$ cat config.mk
export PLATFORM = sky130hd
export DESIGN_NAME = uart_command_reply_retransmit_core
export DESIGN_NICKNAME = d
export VERILOG_FILES = /design/src/hdl/ucrr_pkg.sv /design/src/hdl/uart_command_reply_retransmit_core.sv
export SDC_FILE = /design/constraint.sdc
export NUM_CORES = 1
export LEC_CHECK = 0
export ABC_CLOCK_PERIOD_IN_PS = 12100
export BUFFER_PORTS_ARGS = -buffer_cell sky130_fd_sc_hd__buf_2
export CAP_MARGIN = 20
export CORE_ASPECT_RATIO = 2
export CORE_MARGIN = 2
export CORE_UTILIZATION = 60
export DETAILED_ROUTE_END_ITERATION = 10
export GPL_TIMING_DRIVEN = 0
export PLACE_DENSITY = 0.78
export SKIP_LAST_GASP = 1
export SLEW_MARGIN = 25
export SYNTH_ARGS = -nofsm -noshare
export SYNTH_HDL_FRONTEND = slang
export SYNTH_SLANG_ARGS = --single-unit
$ cat constraint.sdc
create_clock -name clk -period 12.1 [get_ports clk]
set_input_delay 0.605 -clock clk [delete_from_list [all_inputs] [get_ports clk]]
set_output_delay 0.605 -clock clk [all_outputs]
set_load 0.02 [all_outputs]
$ cat src/hdl/ucrr_pkg.sv
// Package for the UART command/reply block: character codes, reset values,
// reciprocal constants for the decimal split and small lookup functions.
// No dependencies.
package ucrr_pkg;

    localparam int unsigned CMD_LEN_DEFAULT = 8;
    localparam logic [15:0] RETRY_RESET     = 16'd300;

    localparam logic [7:0] CH_BANG = 8'h21;   // '!'
    localparam logic [7:0] CH_HASH = 8'h23;   // '#'
    localparam logic [7:0] CH_CR   = 8'h0D;
    localparam logic [7:0] CH_LF   = 8'h0A;
    localparam logic [7:0] CH_ZERO = 8'h30;   // '0'

    localparam int unsigned RST_LEN = 3;
    localparam int unsigned OK_LEN  = 2;

    // Header bytes before the digits: CR LF ! A D C =
    localparam logic [3:0] HDR_LEN  = 4'd7;
    // Fixed part of a message: header plus '#' CR LF.
    localparam logic [3:0] BASE_LEN = 4'd10;

    // Reciprocal multipliers, exact for every 12-bit sample.
    localparam logic [24:0] DIV10_MUL    = 25'd6554;   // >> 16
    localparam logic [24:0] DIV100_MUL   = 25'd5243;   // >> 19
    localparam logic [25:0] DIV1000_MUL  = 26'd8389;   // >> 23
    localparam int unsigned DIV10_SHIFT   = 16;
    localparam int unsigned DIV100_SHIFT  = 19;
    localparam int unsigned DIV1000_SHIFT = 23;

    function automatic logic [7:0] hdr_char(input logic [2:0] pos);
        logic [7:0] c;
        unique case (pos)
            3'd0:    c = CH_CR;
            3'd1:    c = CH_LF;
            3'd2:    c = CH_BANG;
            3'd3:    c = 8'h41;   // 'A'
            3'd4:    c = 8'h44;   // 'D'
            3'd5:    c = 8'h43;   // 'C'
            3'd6:    c = 8'h3D;   // '='
            default: c = 8'h00;
        endcase
        return c;
    endfunction

    function automatic logic [7:0] rst_char(input logic [1:0] pos);
        logic [7:0] c;
        unique case (pos)
            2'd0:    c = 8'h52;   // 'R'
            2'd1:    c = 8'h53;   // 'S'
            2'd2:    c = 8'h54;   // 'T'
            default: c = 8'h00;
        endcase
        return c;
    endfunction

    function automatic logic [7:0] ok_char(input logic pos);
        return pos ? 8'h4B : 8'h4F;   // 'K' : 'O'
    endfunction

endpackage

$ cat src/hdl/uart_command_reply_retransmit_core.sv
// Top level of the UART command/reply block: command deframer, retry timer
// and the reply message sequencer.
// Depends on ucrr_pkg.
//
// Usage:
//   Input channel (in_valid / in_stall): one beat is a received byte
//   (func = 0) or a timer tick (func = 1). Commands are framed as !text#.
//   Output channel (out_valid / out_stall): one beat per reply character;
//   tx_last marks the final byte, led_toggle the first byte of a reply
//   caused by RST (never on a retransmission).
//   cfg_wr_en / cfg_wr_data write retry_period; write it only while idle.
//   Each input beat is handled in the cycle it is accepted, so a new beat
//   can be taken every cycle while in_stall is low. A beat that triggers a
//   reply parks it in a one-entry pending slot, from which the output
//   sequencer loads it once free. A reply is 11 to 14 bytes and the output
//   sequencer sends one byte per cycle when out_stall is low.
//   in_stall is high while the pending slot is full: in the cycle after
//   a reply is triggered, and for as long as an earlier reply is still
//   draining in front of it.
//   A stalled output byte holds until taken.
//   Reset clears all command and timer state and the sequencer valid flags
//   and byte index, and sets retry_period to 300; reply data is not reset.
module uart_command_reply_retransmit_core #(
    parameter int unsigned CMD_LEN = ucrr_pkg::CMD_LEN_DEFAULT
) (
    input  logic        clk,
    input  logic        rst_n,
    input  logic        cfg_wr_en,
    input  logic [15:0] cfg_wr_data,
    input  logic        in_valid,
    output logic        in_stall,
    input  logic        func,
    input  logic [7:0]  rx_byte,
    input  logic [11:0] adc_sample,
    output logic        out_valid,
    input  logic        out_stall,
    output logic [7:0]  tx_byte,
    output logic        tx_last,
    output logic        led_toggle
);

    localparam int unsigned CNT_W = $clog2(CMD_LEN + 1);

    // Command and timer state
    logic [15:0]      retry_period_reg;
    logic             in_body_reg, in_body_next;
    logic [CNT_W-1:0] cmd_count_reg, cmd_count_next;
    logic             cmd_overflow_reg, cmd_overflow_next;
    logic             rst_match_reg, rst_match_next;
    logic             ok_match_reg, ok_match_next;
    logic             awaiting_ok_reg, awaiting_ok_next;
    logic [15:0]      ticks_left_reg, ticks_left_next;
    logic [11:0]      held_sample_reg, held_sample_next;

    // Pending reply slot
    logic             pend_valid_reg, pend_valid_next;
    logic [11:0]      pend_sample_reg;
    logic             pend_led_reg;

    // Active reply being sent
    logic             act_valid_reg, act_valid_next;
    logic [3:0]       act_idx_reg, act_idx_next;
    logic [2:0]       act_nd_reg;
    logic             act_led_reg;
    logic [3:0]       act_dig_reg [4];

    logic             in_fire, out_fire, load;
    logic             send, send_led;
    logic [11:0]      send_sample;
    logic             rst_hit, ok_hit;

    logic [24:0]      prod10, prod100;
    logic [25:0]      prod1000;
    logic [8:0]       q10;
    logic [5:0]       q100;
    logic [2:0]       q1000;
    logic [3:0]       dig0, dig1, dig2, dig3;
    logic [2:0]       nd_new;
    logic [3:0]       dig_new [4];

    logic [3:0]       act_len, from_end, dig_pos;

    assign in_stall  = pend_valid_reg;
    assign in_fire   = in_valid && !in_stall;
    assign out_valid = act_valid_reg;
    assign out_fire  = act_valid_reg && !out_stall;
    assign load      = pend_valid_reg && (!act_valid_reg || (out_fire && tx_last));

    assign rst_hit = !cmd_overflow_reg && rst_match_reg
                     && (cmd_count_reg == CNT_W'(ucrr_pkg::RST_LEN));
    assign ok_hit  = !cmd_overflow_reg && ok_match_reg
                     && (cmd_count_reg == CNT_W'(ucrr_pkg::OK_LEN));

    // Per-beat command and timer update.
    always_comb
    begin
        in_body_next      = in_body_reg;
        cmd_count_next    = cmd_count_reg;
        cmd_overflow_next = cmd_overflow_reg;
        rst_match_next    = rst_match_reg;
        ok_match_next     = ok_match_reg;
        awaiting_ok_next  = awaiting_ok_reg;
        ticks_left_next   = ticks_left_reg;
        held_sample_next  = held_sample_reg;
        send              = 1'b0;
        send_led          = 1'b0;
        send_sample       = held_sample_reg;

        if (in_fire)
        begin
            priority if (func)
            begin
                if (awaiting_ok_reg)
                begin
                    if (ticks_left_reg <= 16'd1)
                    begin
                        ticks_left_next = retry_period_reg;
                        send            = 1'b1;
                    end
                    else
                    begin
                        ticks_left_next = ticks_left_reg - 16'd1;
                    end
                end
            end
            else if (!in_body_reg)
            begin
                if (rx_byte == ucrr_pkg::CH_BANG)
                begin
                    in_body_next      = 1'b1;
                    cmd_count_next    = '0;
                    cmd_overflow_next = 1'b0;
                    rst_match_next    = 1'b1;
                    ok_match_next     = 1'b1;
                end
            end
            else if (rx_byte == ucrr_pkg::CH_BANG)
            begin
                // A stray start mark inside a body is skipped.
            end
            else if (rx_byte == ucrr_pkg::CH_HASH)
            begin
                in_body_next = 1'b0;
                if (!awaiting_ok_reg)
                begin
                    if (rst_hit)
                    begin
                        held_sample_next = adc_sample;
                        awaiting_ok_next = 1'b1;
                        ticks_left_next  = retry_period_reg;
                        send             = 1'b1;
                        send_led         = 1'b1;
                        send_sample      = adc_sample;
                    end
                end
                else if (ok_hit)
                begin
                    awaiting_ok_next = 1'b0;
                end
            end
            else if (cmd_count_reg < CNT_W'(CMD_LEN))
            begin
                // Match flags track each keyword position by position, so the
                // body characters themselves need not be kept.
                cmd_count_next = cmd_count_reg + CNT_W'(1);
                rst_match_next = rst_match_reg
                                 && (cmd_count_reg < CNT_W'(ucrr_pkg::RST_LEN))
                                 && (rx_byte == ucrr_pkg::rst_char(cmd_count_reg[1:0]));
                ok_match_next  = ok_match_reg
                                 && (cmd_count_reg < CNT_W'(ucrr_pkg::OK_LEN))
                                 && (rx_byte == ucrr_pkg::ok_char(cmd_count_reg[0]));
            end
            else
            begin
                cmd_overflow_next = 1'b1;
            end
        end
    end

    always_ff @(posedge clk or negedge rst_n)
    begin
        if (!rst_n)
        begin
            retry_period_reg <= ucrr_pkg::RETRY_RESET;
            in_body_reg      <= 1'b0;
            cmd_count_reg    <= '0;
            cmd_overflow_reg <= 1'b0;
            rst_match_reg    <= 1'b0;
            ok_match_reg     <= 1'b0;
            awaiting_ok_reg  <= 1'b0;
            ticks_left_reg   <= '0;
            held_sample_reg  <= '0;
        end
        else
        begin
            if (cfg_wr_en)
            begin
                retry_period_reg <= cfg_wr_data;
            end
            in_body_reg      <= in_body_next;
            cmd_count_reg    <= cmd_count_next;
            cmd_overflow_reg <= cmd_overflow_next;
            rst_match_reg    <= rst_match_next;
            ok_match_reg     <= ok_match_next;
            awaiting_ok_reg  <= awaiting_ok_next;
            ticks_left_reg   <= ticks_left_next;
            held_sample_reg  <= held_sample_next;
        end
    end

    // Decimal split of the pending sample by reciprocal multiplication.
    always_comb
    begin
        prod10   = 25'(pend_sample_reg) * ucrr_pkg::DIV10_MUL;
        prod100  = 25'(pend_sample_reg) * ucrr_pkg::DIV100_MUL;
        prod1000 = 26'(pend_sample_reg) * ucrr_pkg::DIV1000_MUL;
        q10      = prod10[ucrr_pkg::DIV10_SHIFT +: 9];
        q100     = prod100[ucrr_pkg::DIV100_SHIFT +: 6];
        q1000    = prod1000[ucrr_pkg::DIV1000_SHIFT +: 3];
        dig0     = 4'(pend_sample_reg - 12'({q10, 3'b000}) - 12'({q10, 1'b0}));
        dig1     = 4'(q10 - 9'({q100, 3'b000}) - 9'({q100, 1'b0}));
        dig2     = 4'(q100 - 6'({q1000, 3'b000}) - 6'({q1000, 1'b0}));
        dig3     = {1'b0, q1000};

        // Digits are left-aligned, most significant first, no leading zeros.
        dig_new[0] = dig0;
        dig_new[1] = '0;
        dig_new[2] = '0;
        dig_new[3] = '0;
        priority if (dig3 != 4'd0)
        begin
            nd_new     = 3'd4;
            dig_new[0] = dig3;
            dig_new[1] = dig2;
            dig_new[2] = dig1;
            dig_new[3] = dig0;
        end
        else if (dig2 != 4'd0)
        begin
            nd_new     = 3'd3;
            dig_new[0] = dig2;
            dig_new[1] = dig1;
            dig_new[2] = dig0;
        end
        else if (dig1 != 4'd0)
        begin
            nd_new     = 3'd2;
            dig_new[0] = dig1;
            dig_new[1] = dig0;
        end
        else
        begin
            nd_new = 3'd1;
        end
    end

    // Pending slot and output sequencer control.
    always_comb
    begin
        pend_valid_next = pend_valid_reg;
        act_valid_next  = act_valid_reg;
        act_idx_next    = act_idx_reg;
        if (send)
        begin
            pend_valid_next = 1'b1;
        end
        else if (load)
        begin
            pend_valid_next = 1'b0;
        end

        if (load)
        begin
            act_valid_next = 1'b1;
            act_idx_next   = '0;
        end
        else if (out_fire)
        begin
            if (tx_last)
            begin
                act_valid_next = 1'b0;
            end
            else
            begin
                act_idx_next = act_idx_reg + 4'd1;
            end
        end
    end

    always_ff @(posedge clk or negedge rst_n)
    begin
        if (!rst_n)
        begin
            pend_valid_reg <= 1'b0;
            act_valid_reg  <= 1'b0;
            act_idx_reg    <= '0;
        end
        else
        begin
            pend_valid_reg <= pend_valid_next;
            act_valid_reg  <= act_valid_next;
            act_idx_reg    <= act_idx_next;
        end
    end

    always_ff @(posedge clk)
    begin
        if (send)
        begin
            pend_sample_reg <= send_sample;
            pend_led_reg    <= send_led;
        end
        if (load)
        begin
            act_nd_reg  <= nd_new;
            act_led_reg <= pend_led_reg;
            for (int i = 0; i < 4; i++)
            begin
                act_dig_reg[i] <= dig_new[i];
            end
        end
    end

    // Output byte selection: tail counted from the end, header from the start.
    always_comb
    begin
        act_len  = ucrr_pkg::BASE_LEN + {1'b0, act_nd_reg};
        from_end = act_len - 4'd1 - act_idx_reg;
        dig_pos  = act_idx_reg - ucrr_pkg::HDR_LEN;
        priority if (from_end == 4'd0)
        begin
            tx_byte = ucrr_pkg::CH_LF;
        end
        else if (from_end == 4'd1)
        begin
            tx_byte = ucrr_pkg::CH_CR;
        end
        else if (from_end == 4'd2)
        begin
            tx_byte = ucrr_pkg::CH_HASH;
        end
        else if (act_idx_reg < ucrr_pkg::HDR_LEN)
        begin
            tx_byte = ucrr_pkg::hdr_char(act_idx_reg[2:0]);
        end
        else
        begin
            tx_byte = ucrr_pkg::CH_ZERO + {4'b0000, act_dig_reg[dig_pos[1:0]]};
        end
        tx_last    = (from_end == 4'd0);
        led_toggle = act_led_reg && (act_idx_reg == 4'd0);
    end

`ifndef NO_ASSERTIONS
    a_load_when_free: assert property (@(posedge clk) disable iff (!rst_n)
        pend_valid_reg && !act_valid_reg |=> act_valid_reg && !pend_valid_reg)
        else $error("pending reply not moved into a free sequencer");

    a_idx_in_range: assert property (@(posedge clk) disable iff (!rst_n)
        out_valid |-> act_idx_reg < act_len)
        else $error("reply byte index beyond message length");

    a_len_range: assert property (@(posedge clk) disable iff (!rst_n)
        out_valid && tx_last |-> (act_idx_reg >= 4'd10) && (act_idx_reg <= 4'd13))
        else $error("reply length outside 11 to 14 bytes");

    a_led_first_only: assert property (@(posedge clk) disable iff (!rst_n)
        out_valid && led_toggle |-> !tx_last && (tx_byte == ucrr_pkg::CH_CR))
        else $error("led toggle not on the opening byte");

    a_msg_continues: assert property (@(posedge clk) disable iff (!rst_n)
        out_valid && !out_stall && !tx_last |=> out_valid)
        else $error("reply ended before its last byte");
`endif

endmodule
After elaboration in Yosys (flattened, before gate mapping)
Memory sizes are Yosys's and may differ from the RTL's.
Cells that the tools add are included.
W data, S select, Z words.
{ "classes": {"n_reduce_logical": 41, "bitwise_logic": 3, "n_mul": 3, "magnitude_cmp": 5, "n_eq_ne": 23, "mux": 79, "n_addsub": 14} }
{ "op_table": {"columns": ["operator", "n"], "rows": [
  ["$mux W16", 8],
  ["$mux W12", 8],
  ["$mux W8", 12],
  ["$pmux W7 S7", 1],
  ["$mux W4", 10],
  ["$mux W1", 36],
  ["$sub A4 B4 Y4", 7],
  ["$mul A12 B14 Y26 const B", 1],
  ["$mul A12 B13 Y23 const B", 1],
  ["$pmux W7 S3", 1],
  ["$mul A12 B12 Y19 const B", 1],
  ["$eq A8 B6 Y1 const B", 2],
  ["$le A16 B1 Y1 const B", 1],
  ["$reduce_bool A2 Y1", 8],
  ["$sub A16 B1 Y16 const B", 1],
  ["$logic_and A1 B1 Y1", 13],
  ["$eq A4 B2 Y1 const B", 3],
  ["$reduce_and A6 Y1", 2],
  ["$ne A2 B2 Y1 const B", 5],
  ["$eq A3 B3 Y1 const B", 3],
  ["$add A4 B1 Y4 const B", 2],
  ["$eq A8 B7 Y1", 1],
  ["$eq A8 B8 Y1", 1],
  ["$logic_not A4 Y1", 2],
  ["other kinds (26)", 38]
]} }
{ "totals": {"regBits": 76, "out_inout_bits": 12, "elab_cells": 185, "n_memories": 1, "input_bits": 42, "mem_bits_rw": 16} }
{ "mem_list": {"columns": ["memory", "words", "word_bits", "rd", "rd_clocked_by_memory_dff", "write_ports", "line_no", "source"], "rows": [
  ["act_dig_reg", 4, 4, 1, 0, 4, "uart_command_reply_retransmit_core.sv:65", "logic [3:0] act_dig_reg [4];"]
]} }

Logic depth before layout (Yosys ltp)
{ "logic_depth": {"word_depth": 14, "ltp_mapped": 27, "ltp_nobuf": 27} }

Worst setup path before layout
No wires, ideal clock.
{ "synth_path": {"path_type": "register to register", "startpoint": "register pend_sample_reg[3]", "endpoint": "memory act_dig_reg[0][0] (data pin)", "synth_period_minus_slack_ps": 6537, "path_buffers": 0, "setup_slack_ps": 5563, "t_arrival_ps": 6255, "t_required_ps": 11818, "setup_time_ps": 282, "path_stages_with_launch": 26, "path_cell_list": "edfxtp_1 -> ha_1 -> inv_1 -> fa_1 -> fa_1 -> inv_1 -> fa_1 -> inv_1 -> fa_1 -> inv_1 -> ha_1 -> a211o_1 -> a21oi_1 -> o311ai_1 -> a21oi_1 -> o21bai_1 -> xnor2_1 -> ha_1 -> xnor2_1 -> xnor2_1 -> xnor2_1 -> xnor2_1 -> xnor2_2 -> xor3_1 -> a31oi_1 -> a221oi_1"} }
{ "synth_rtl": {"columns": ["element", "line_no", "source"], "rows": [
  ["from (decl)", "uart_command_reply_retransmit_core.sv:57", "logic [11:0] pend_sample_reg;"],
  ["from (signal assigned)", "uart_command_reply_retransmit_core.sv:310", "pend_sample_reg <= send_sample;"],
  ["to (decl)", "uart_command_reply_retransmit_core.sv:65", null]
]} }

==> summary.txt <==
GRT
  – Largest net degree at the start of global routing: 60
  – Gr usage total: 0.285
  – Number of global-route vias before repair: 8981
  – Global route total overflow: 0
  – Antenna violations before repair: 0
  – First-pass GRT wire length: 42900 um

Clock tree
  – Clock sinks: 92
  – Clk_lat worst skew: 0.34 ns
  – Post-CTS sizing: 0
  – Worst-path clk slew: 0.07 ns
  – Cts hold-fix bufs: 0
  – CTS Buf Count: 9
  – Postcts setup bufs: 0
  – CTS tree: yes
  – Root Driver: clkbuf_16
  – Max Root-Sink Buffers: 2
  – H-tree depth: 3

Routing
  – Total Wirelength: 25800 um
  – DR vias: 8138
  – Residual DRC count: 0
  – Vias per cell: slightly below 6
  – First-pass DRT Iterations: 5
  – Initial DRC count: 295
  – Routed Antenna Nets: 0
  – Wire per inst: roughly 19 um

Synthesis
  – Top cells by count, synth: 230 x inv_1, 207 x ha_1, 91 x fa_1
  – Number of flops mapped to enable cells by yosys: 33
  – Distinct cells, synth: 79
  – Sequential area share after synthesis: 0.226
  – Post-synth ARST share: 0.641
  – Avg Cell Area, Syn: 9.88 um^2
  – Synth Instances: 1107
  – Largest area contributor in the netlist: ha_1
  – Top-count cell post-synth: inv_1
  – Top FF cell, synth: dfrtp_1
  – Seq cells post-synth: 92
  – Syn_nets: between 1000 and 1500
  – Share of the synthesized area in the top cell type: 0.237
  – Yosys warnings: 0
  – Netlist Area Pre-Place: 10900 um^2
  – Area contributors post-synth: ha_1 24%, fa_1 17%, dfrtp_1 13%

STA
  – RSZ-0062 raised after global routing: no
  – Final TNS setup: 0 ns
  – Fin Clk Skew: between 0.007 and 0.008 ns
  – Fin crit share: 0.654
  – Worst-Margin Slew: between 0.8 and 0.9 ns
  – Setup violators final: 0
  – Tmin final: 7.92 ns
  – Max-slew violation count: 0
  – Max transition margin: 0.436
  – FMAX: 126 MHz
  – Final hold vios: 0

Layout
  – Area Overhead vs Synth: 7.91%
  – Share of layout cells above drive strength 1: 0.111
  – FILL cells: 1419
  – NumNets Final: ~1500
  – Ant. Diodes: 0
  – Non-filler cells, final: 1389

Placement
  – Placed Instances: 1373
  – Detailed Place HPWL: between 20000 and 25000 um
  – IO Port Bufs: 51
  – Routability Congestion: 0.964

Run
  – Max Cap Viol: 0

Power and ir drop
  – Internal power: 0.000608 W
  – Switch share: 0.315
  – NetSw: 0.000279 W
  – Power density cells: 75.2 nW/um^2
  – Sequential Power Share: 0.392
  – Combinational power share: 0.268
  – Clock Power Share: 0.339
  – Peak supply drop: 0.170 mV
  – P_leak: 5.88 nW

Floorplanning
  – Initial Util: 0.615
  – Die width: 99.5 um
  – # IOs: 54
  – Die Y-Extent: 195 um
  – Die ar.: 19400 um^2
  – Rows: just under 70
  – Core Box Area: 17800 um^2

Setup path
  – Worst Path Required: 12.22 ns
  – Setup crit start kind: flip-flop
  – WP data arrival: roughly 8.0 ns
  – Crit Path Max Fanout: 12
  – Crit. End Element: flip-flop
  – Setup CP Type: flip-flop to flip-flop

Run status
  – Status: completed

Hold path
  – Worst hold path class: input port to asynchronous set/reset pin
## worst paths after layout
check,start,end,slack [ns],cells after the start
setup / recovery,pend_sample_reg[3],act_dig_reg[0][1],4.18,25
hold / removal,rst_n,out_valid,0.31,1
setup reg to reg,pend_sample_reg[3],act_dig_reg[0][1],4.18,25
hold reg to reg,held_sample_reg[7],held_sample_reg[7],0.49,1
max in group asynchronous,rst_n,ticks_left_reg[6],11.29,1
min in group clk,cfg_wr_data[8],retry_period_reg[8],0.49,2
## critical path, cell delays in order (launching register included)
cell and delay (ns):
edfxtp_1 0.71, ha_1 0.66, inv_1 0.11, fa_1 0.55, fa_1 0.56, inv_1 0.06
fa_1 0.52, inv_1 0.05, fa_1 0.53, inv_1 0.04, ha_1 0.31, a211o_1 0.27
a21oi_1 0.30, o311ai_1 0.22, a21oi_1 0.31, o21bai_1 0.15, xnor2_1 0.16, ha_1 0.21
xnor2_1 0.13, xnor2_1 0.17, xnor2_1 0.26, xnor2_1 0.17, xnor2_2 0.28, xor3_1 0.43
nand2_1 0.12, o41ai_2 0.39
## routing by layer
layer	global-route usage	wire [um]	up-vias
met5	0	0	-
met4	0.217	2360	0
met3	0.0227	641	111
met2	0.543	14400	207
met1	0.270	8340	3951
li1	-	-	3869
## metrics by stage
step	worst slack, ns	hold WS [ns]	total power [W]	instance area (um^2)	util
floorplan	5.56	0.309	0.000515	10900	-
global placement	4.27	0.475	0.000586	11500	0.644
detailed placement	4.23	0.484	0.000591	11500	0.645
CTS	4.18	0.337	0.000894	11800	0.664
global route	3.83	0.368	0.000933	11800	0.664
finish	4.18	0.312	0.000887	11800	0.664
## cells by family (layout without fill, tap and decap cells)
logic type                 count (synthesis)  in the layout  share of synthesized area
adders and majority gates                298            298                      0.403
buffers and inverters                    248            317                     0.0857
AOI/OAI and AO/OA                        196            196                      0.113
and+or+nand+nor                          189            189                     0.0848
DFF                                       92             92                      0.226
xor gates and xnor gates                  44             44                     0.0412
muxes                                     39             39                     0.0452
other                                      1              1                   0.000343
## final cells by class
cell class / count / area (um^2) / share of cell area
Sequential cell: 92 / 2470 / 0.210
Clock inverter: 6 / 93.8 / 0.00795
Multi-Input combinational cell: 767 / 7530 / 0.638
Timing Repair Buffer: 53 / 268 / 0.0227
Tap cell: 213 / 267 / 0.0226
Clock buffer: 10 / 229 / 0.0194
Buffer: 17 / 70.1 / 0.00594
Inverter: 231 / 867 / 0.0735
## power groups by stage
stage | Combinational [W] | Clock [W] | Sequential [W]
2_1_floorplan | 0.000164 | 0 | 0.000351
3_3_place_gp | 0.000233 | 0 | 0.000353
3_5_place_dp | 0.000237 | 0 | 0.000354
4_1_cts | 0.000239 | 0.000307 | 0.000348
5_1_grt | 0.000265 | 0.000318 | 0.000350
6_report | 0.000238 | 0.000301 | 0.000348
## cells in the final DEF, fill, tap and decap left out, types with 7 or more instances in the layout
cell type and instances:
o21ai_0 62, xnor2_1 25, dfrtp_1 55, mux2_2 29, a31oi_1 8, a21oi_1 55, a21o_1 11, nand2_1 46
edfxtp_1 33, o211ai_1 7, nor3_1 19, nand4_1 7, xor2_1 13, nor2_1 53, clkbuf_16 9, ha_1 207
nand3_1 14, fa_1 91, inv_1 230, buf_2 54, and2_1 7, clkbuf_1 12
Power figures use the tool's default switching activity.
